--- config.mk ---
export PLATFORM = sky130hd
export DESIGN_NAME = pps_disciplined_timestamp_core
export DESIGN_NICKNAME = d
export VERILOG_FILES = /design/src/hdl/pdt_pkg.sv /design/src/hdl/pps_disciplined_timestamp_core.sv
export SDC_FILE = /design/constraint.sdc
export NUM_CORES = 2
export LEC_CHECK = 0
export ABC_CLOCK_PERIOD_IN_PS = 7550
export BUFFER_PORTS_ARGS = -buffer_cell sky130_fd_sc_hd__buf_2
export CORE_AREA = 2 2 335 469
export DETAILED_ROUTE_END_ITERATION = 6
export DIE_AREA = 0 0 337 471
export GPL_TIMING_DRIVEN = 1
export PLACE_DENSITY = 0.56
export REMOVE_ABC_BUFFERS = 1
export SLEW_MARGIN = 20
export SYNTH_ARGS = -nofsm -noshare
export SYNTH_HDL_FRONTEND = slang
export SYNTH_SLANG_ARGS = --single-unit
export TNS_END_PERCENT = 100
--- constraint.sdc ---
create_clock -name clk_i -period 7.55 [get_ports clk_i]
set_input_delay 0.755 -clock clk_i [delete_from_list [all_inputs] [get_ports clk_i]]
set_output_delay 0.755 -clock clk_i [all_outputs]
set_load 0.01 [all_outputs]
--- src/hdl/pdt_pkg.sv ---
`default_nettype none

package pdt_pkg;

  localparam logic [31:0] NS_PER_SEC  = 32'd1000000000;
  localparam logic [31:0] SCALE_RESET = 32'd233016687;
  localparam logic [7:0]  SYNC_ONE    = 8'h16;
  localparam logic [7:0]  SYNC_TWO    = 8'h03;
  localparam logic [2:0]  LOAD_BYTES  = 3'd4;

  typedef enum logic [1:0] {
    OP_BYTE   = 2'd0,
    OP_PPS    = 2'd1,
    OP_TICK   = 2'd2,
    OP_PACKET = 2'd3
  } op_e;

  typedef enum logic [1:0] {
    SYNC_WAIT    = 2'd0,
    SYNC_GOT_ONE = 2'd1,
    SYNC_LOADING = 2'd2,
    SYNC_TIME_OK = 2'd3
  } sync_e;

  typedef struct packed {
    logic [1:0]  opcode;
    logic [7:0]  rx_byte;
    logic        packet_ok;
    logic [31:0] packet_number;
    logic [31:0] sender_seconds;
    logic [31:0] sender_nanos;
  } in_item_t;

  typedef struct packed {
    logic [31:0] now_seconds;
    logic [31:0] now_nanos;
    logic [31:0] delay_ns;
    logic        delay_valid;
    logic [31:0] echo_number;
    logic        time_set;
  } out_item_t;

endpackage

`default_nettype wire

--- src/hdl/pps_disciplined_timestamp_core.sv ---
// PPS-disciplined time-of-day counter with one-way packet delay.
//
// Input channel (in_valid_i/in_ready_o/in_item_i): one beat per event: a serial
// byte for the sync parser, a PPS edge, a clock tick or a received packet.
// Output channel (out_valid_o/out_ready_i/out_item_o): exactly one result beat
// per input beat, in order, showing the time after that event and, for a good
// packet, the wrapped one-way delay in ns.
// Config channel (cfg_valid_i/cfg_ready_o/cfg_data_i): nanoseconds per cycle,
// Q8.24; always ready, write only while the block is idle.
//
// Throughput: one beat per cycle while the receiver takes results. An input beat's
// result passes the three register stages in order: state update, the two
// multipliers (cycles x scale, seconds difference x 1e9), then saturate and sum.
// When the receiver stalls, the output register holds its beat and the stages
// behind it fill; in_ready_o drops only when all three stages hold beats.
// Reset clears the time, the parser and all stage valids and loads the default
// scale; the block accepts beats in the first cycle after reset.
`default_nettype none

module pps_disciplined_timestamp_core
  import pdt_pkg::*;
(
  input  wire logic      clk_i,
  input  wire logic      rst_ni,
  input  wire logic      in_valid_i,
  output logic           in_ready_o,
  input  wire in_item_t  in_item_i,
  output logic           out_valid_o,
  input  wire logic      out_ready_i,
  output out_item_t      out_item_o,
  input  wire logic      cfg_valid_i,
  output logic           cfg_ready_o,
  input  wire logic [31:0] cfg_data_i
);

  typedef struct packed {
    logic [31:0] seconds;
    logic [31:0] cycles;
    logic        good_pkt;
    logic [31:0] packet_number;
    logic [31:0] sender_seconds;
    logic [31:0] sender_nanos;
    logic        time_set;
  } stage_a_t;

  typedef struct packed {
    logic [31:0] seconds;
    logic [63:0] prod;
    logic [31:0] ds_ns;
    logic        good_pkt;
    logic [31:0] packet_number;
    logic [31:0] sender_nanos;
    logic        time_set;
  } stage_b_t;

  logic [31:0] scale_q;
  logic [31:0] seconds_q, seconds_d;
  logic [31:0] cycles_q, cycles_d;
  sync_e       sync_q, sync_d;
  logic [2:0]  idx_q, idx_d;
  logic [31:0] word_q, word_d;

  logic      a_valid_q, b_valid_q, o_valid_q;
  stage_a_t  a_q, a_d;
  stage_b_t  b_q, b_d;
  out_item_t o_q, o_d;

  logic in_fire, o_ready, b_ready;
  logic [2:0]  idx_inc;
  logic [31:0] word_ins;
  logic [31:0] nanos;

  // Stage ready chain: a stage can load when empty or when it moves on.
  assign o_ready    = !o_valid_q || out_ready_i;
  assign b_ready    = !b_valid_q || o_ready;
  assign in_ready_o = !a_valid_q || b_ready;
  assign in_fire    = in_valid_i && in_ready_o;

  assign cfg_ready_o = 1'b1;
  assign out_valid_o = o_valid_q;
  assign out_item_o  = o_q;

  // Time state and sync parser update on each accepted beat.
  always_comb begin
    seconds_d = seconds_q;
    cycles_d  = cycles_q;
    sync_d    = sync_q;
    idx_d     = idx_q;
    word_d    = word_q;
    idx_inc   = idx_q + 3'd1;
    word_ins  = word_q;
    case (idx_q[1:0])
      2'd0:    word_ins[7:0]   = in_item_i.rx_byte;
      2'd1:    word_ins[15:8]  = in_item_i.rx_byte;
      2'd2:    word_ins[23:16] = in_item_i.rx_byte;
      default: word_ins[31:24] = in_item_i.rx_byte;
    endcase
    case (op_e'(in_item_i.opcode))
      OP_BYTE: begin
        case (sync_q)
          SYNC_WAIT: begin
            if (in_item_i.rx_byte == SYNC_ONE) sync_d = SYNC_GOT_ONE;
          end
          SYNC_GOT_ONE: begin
            if (in_item_i.rx_byte == SYNC_TWO) begin
              sync_d = SYNC_LOADING;
              idx_d  = 3'd0;
            end else begin
              sync_d = SYNC_WAIT;
            end
          end
          SYNC_LOADING: begin
            word_d = word_ins;
            idx_d  = idx_inc;
            if (idx_inc == LOAD_BYTES) begin
              seconds_d = word_ins;
              sync_d    = SYNC_TIME_OK;
            end
          end
          default: begin
            if (in_item_i.rx_byte == SYNC_ONE) sync_d = SYNC_GOT_ONE;
          end
        endcase
      end
      OP_PPS: begin
        seconds_d = seconds_q + 32'd1;
        cycles_d  = '0;
      end
      OP_TICK: begin
        cycles_d = cycles_q + 32'd1;
      end
      default: ;
    endcase

    a_d.seconds        = seconds_d;
    a_d.cycles         = cycles_d;
    a_d.good_pkt       = (op_e'(in_item_i.opcode) == OP_PACKET) && in_item_i.packet_ok;
    a_d.packet_number  = in_item_i.packet_number;
    a_d.sender_seconds = in_item_i.sender_seconds;
    a_d.sender_nanos   = in_item_i.sender_nanos;
    a_d.time_set       = (sync_d == SYNC_TIME_OK);
  end

  // Multiplier stage.
  always_comb begin
    b_d.seconds       = a_q.seconds;
    b_d.prod          = {32'd0, a_q.cycles} * {32'd0, scale_q};
    b_d.ds_ns         = (a_q.seconds - a_q.sender_seconds) * NS_PER_SEC;
    b_d.good_pkt      = a_q.good_pkt;
    b_d.packet_number = a_q.packet_number;
    b_d.sender_nanos  = a_q.sender_nanos;
    b_d.time_set      = a_q.time_set;
  end

  // Saturate the Q24 product and form the delay.
  always_comb begin
    nanos = (b_q.prod[63:56] != 8'd0) ? 32'hFFFF_FFFF : b_q.prod[55:24];
    o_d.now_seconds = b_q.seconds;
    o_d.now_nanos   = nanos;
    o_d.delay_ns    = b_q.good_pkt ? (b_q.ds_ns + (nanos - b_q.sender_nanos)) : 32'd0;
    o_d.delay_valid = b_q.good_pkt;
    o_d.echo_number = b_q.good_pkt ? b_q.packet_number : 32'd0;
    o_d.time_set    = b_q.time_set;
  end

  always_ff @(posedge clk_i or negedge rst_ni) begin
    if (!rst_ni) begin
      scale_q   <= SCALE_RESET;
      seconds_q <= '0;
      cycles_q  <= '0;
      sync_q    <= SYNC_WAIT;
      idx_q     <= '0;
      word_q    <= '0;
      a_valid_q <= 1'b0;
      b_valid_q <= 1'b0;
      o_valid_q <= 1'b0;
    end else begin
      if (cfg_valid_i) scale_q <= cfg_data_i;
      if (in_fire) begin
        seconds_q <= seconds_d;
        cycles_q  <= cycles_d;
        sync_q    <= sync_d;
        idx_q     <= idx_d;
        word_q    <= word_d;
      end
      if (in_ready_o) a_valid_q <= in_valid_i;
      if (b_ready)    b_valid_q <= a_valid_q;
      if (o_ready)    o_valid_q <= b_valid_q;
    end
  end

  always_ff @(posedge clk_i) begin
    if (in_fire)              a_q <= a_d;
    if (b_ready && a_valid_q) b_q <= b_d;
    if (o_ready && b_valid_q) o_q <= o_d;
  end

endmodule

`default_nettype wire

==> impl_results.md <==
- Status: complete, but fails checks
- Failing checks: design-rule violations, negative setup slack
- All-Layer GR Usage: 22.4%
- Slew @ Worst Pin: 1040 ps
- Fraction of registers with async set or reset after synthesis: 23.4%
- Ys flop type: edfxtp_1
- Critical Path Start: a_q[106]
- Final worst path period share: 104%
- Area delta synth->final: 17.1%
- Final setup vio count: 18
- RSZ-0062 raised after global routing: yes
- Most frequent cell on the critical path: fa_1
- Share of layout cells above drive strength 1: 18.3%
- CTS tree: built
- Cts bufs inserted: 66
- Cell area after synthesis: 0.0614 mm2
- Initial antenna violation count: 18
- Starting DRT DRC Count: 2170
- CP Capture Type: flop
- Mean Syn Cell Area: 10.7 um2
- First-pass detailed-route iteration total: 7
- Compound-Gate Fraction of Synth Area: 4.32%
- Footprint of the multi-input gates: 0.0405 mm2
- Arrival time at the worst endpoint: 8250 ps
- Detailed placement HPWL: 137 mm
- Post-route cell area: 0.0719 mm2
- Hold depth: 1
- Hold Violations, Final: 0
- Xor/xnor share of the synthesized area: 2.62%
- Initial Util: 39.7%
- Netlist cell types: 89
- Clock transition at the registers of the reported paths: 60 ps
- Syn. warnings: 0
- Die X: 337 um
- Worst min path class: input port to flop
- Element type at the critical path start: flop
- Grt total ovfl: 0
- DRC: 5
- Row cnt: 171
- Final clock skew: 47.9 ps
- Worst-skew pair later-pin latency: 700 ps
- GP Congestion: 0.894
- R2r endpoint: b_q[160]
- Setup ws final: -284 ps
- Adder-cell share of the synthesized area: 41.8%
- Min Tclk post-route: 7830 ps
- Vias: 41700
- Non-Filler Instances: 8385
- First-pass GRT wire length: 266 mm
- Die height: 471 um
- Clock sink count: 580
- Cells after Synth: 5748
- H-tree levels: 3
- Final net count: 7845
- Final Max Tran Viols: 0
- Die footprint: 0.159 mm2
- Slowest cell on the critical path: or4b_4
- Critical Path Fanout Max: 8
- Root buf cell: clkbuf_16
- Rel. slew slack: 30.5%
- FF+latch area: 0.0168 mm2
- Core area: 0.155 mm2
- Worst path max stage delay: 570 ps
- Hold Path End: a_q[15]
- Synth Area in Simple Gates: 13.7%
- Setup CP Type: flop to flop
- Synth area leader: fa_1
- Post-route ant nets: 0
- Vias/cell: 4.97
- Placed inst area: 0.0678 mm2
- Hold path start: in_item_i[14]
- Clock Path Buffers: 3
- Synth area leaders: fa_1 (33%), edfxtp_1 (22%), ha_1 (9.0%), inv_1 (6.9%), and2_1 (6.6%)
- Reg2reg path depth: 28
- CP required: 7960 ps
- Drt wl/cell: 20.7 um
- Sequential share of the synthesized area: 27.3%
- Placed cell count: 8191
- R2R setup slack: -280 ps
- Mux contribution to synthesized area: 1.87%
- Worst reg2reg path startpoint: a_q[106]
- IO Count: 277
- Fillers: 14600
- Number of global-route vias before repair: 45500
- Largest family of logic cells by synthesized area: adder cells
- Synthesized flop and latch total: 580
- Total Routed Length: 174 mm
- Max cap viols: 0
- Post-synth EDFFs: 444
- Port Buffer Count: 266
- Largest net degree at the start of global routing: 113
- Yosys top cell area share: 32.8%
- Fmax: 128 MHz
## cells in the final DEF (no fill, tap or decap), types with 23 or more instances in the layout
cell	instances
edfxtp_1	444
nor2_1	148
fa_1	955
fa_2	50
mux2_2	69
a21o_1	46
inv_2	31
buf_2	265
inv_1	1090
dfrtp_1	115
o21ai_0	74
clkbuf_16	70
or2_2	37
ha_1	420
and2_4	23
a21oi_1	75
buf_4	321
xor2_1	58
and2_1	628
nand3_1	39
nand2_1	633
buf_6	33
xnor2_1	103
a221o_1	23
mux2i_1	37
buf_12	68
nor3_1	23
## routing by layer
| metal | part of all wire [%] | GRT usage [%] |
|---|---|---|
| met1 | 38 | 26.3 |
| met2 | 51 | 39.8 |
| met3 | 4.8 | 2.96 |
| met4 | 5.8 | 10.9 |
| met5 | 0.046 | 0 |
## worst max path at each step
stage | depth (start not counted) | slack [ps] | end
2_1_floorplan | 23 | 90 | b_q[160]
3_5_place_dp | 30 | -450 | b_q[97]
6_report | 28 | -280 | b_q[160]
5_1_grt | 30 | -500 | b_q[97]
3_3_place_gp | 32 | -450 | b_q[97]
4_1_cts | 25 | -270 | b_q[160]
## sequential cells by signal (all words and copies together) (netlist names)
name / count
a_q: 153
a_valid_q: 1
b_q: 161
b_valid_q: 1
cycles_q: 32
idx_q: 3
out_item_o: 130
out_valid_o: 1
scale_q: 32
seconds_q: 32
sync_q: 2
word_q: 32
## cells in the mapped netlist, types with 17 or more instances
cell and number:
o21a_1 22, nor3_1 25, and2_1 649, ha_1 442, o21ai_0 81, xor2_1 58, a21oi_1 93, dfrtp_1 118
fa_1 1005, dfstp_2 18, clkbuf_1 248, a221o_1 23, nand4_1 17, nor2b_1 22, mux2i_1 37, and3_1 20
nor2_1 151, a21o_1 46, nand3_1 42, nand2_1 637, xnor2_1 121, mux2_2 69, nand2b_1 17, or3_1 19
edfxtp_1 444, inv_1 1122, or2_2 38
## per-stage QoR
stage	setup slack [ps]	setup TNS [ps]	utilization [%]	hold WS, ps
global placement	-449	-5700	43.8	401
detailed placement	-447	-6850	43.8	405
floorplan	87.3	0	-	400
finish	-284	-2660	46.5	251
CTS	-269	-3620	45.6	191
global route	-505	-7720	46.5	227
## logic make-up after synthesis
logic type | after synthesis
XOR/XNOR | 181
multiplexers | 106
flip-flops | 580
buffers and inverters | 1382
AND/OR/NAND/NOR | 1662
other | 1
adder cells (fa/ha/maj) | 1447
AO/OA/AOI/OAI | 389
## worst max-delay path: cells and delay by family (launching register included)
kind	cells	cell delay (ps)
compound gates	7	1460
flops	1	410
fa+ha+maj	9	3940
buf+inv	8	840
xor+xnor	1	80
simple gates	3	790
## layout make-up
cell class	instances	share of cell area, %
inverter	1122	5.87
timing repair buffer	698	7.89
tap	2076	3.61
clock buffer	76	2.36
clock inverter	43	0.666
multi-input combinational	3786	56.3
sequential	580	23.3
antenna	4	0.0139
## repair_timing
item,in CTS,in global routing
buffers inserted,22,48
endpoints found under the setup margin,25,34
cloned,1,4
pin swaps,50,184
resized for setup,68,214
hold endpoints to repair,9,0
hold buffers,1,0
Power is left out: the tool's default activity adds up to more than one toggle a clock period on the data nets, which glitch-free logic cannot reach.
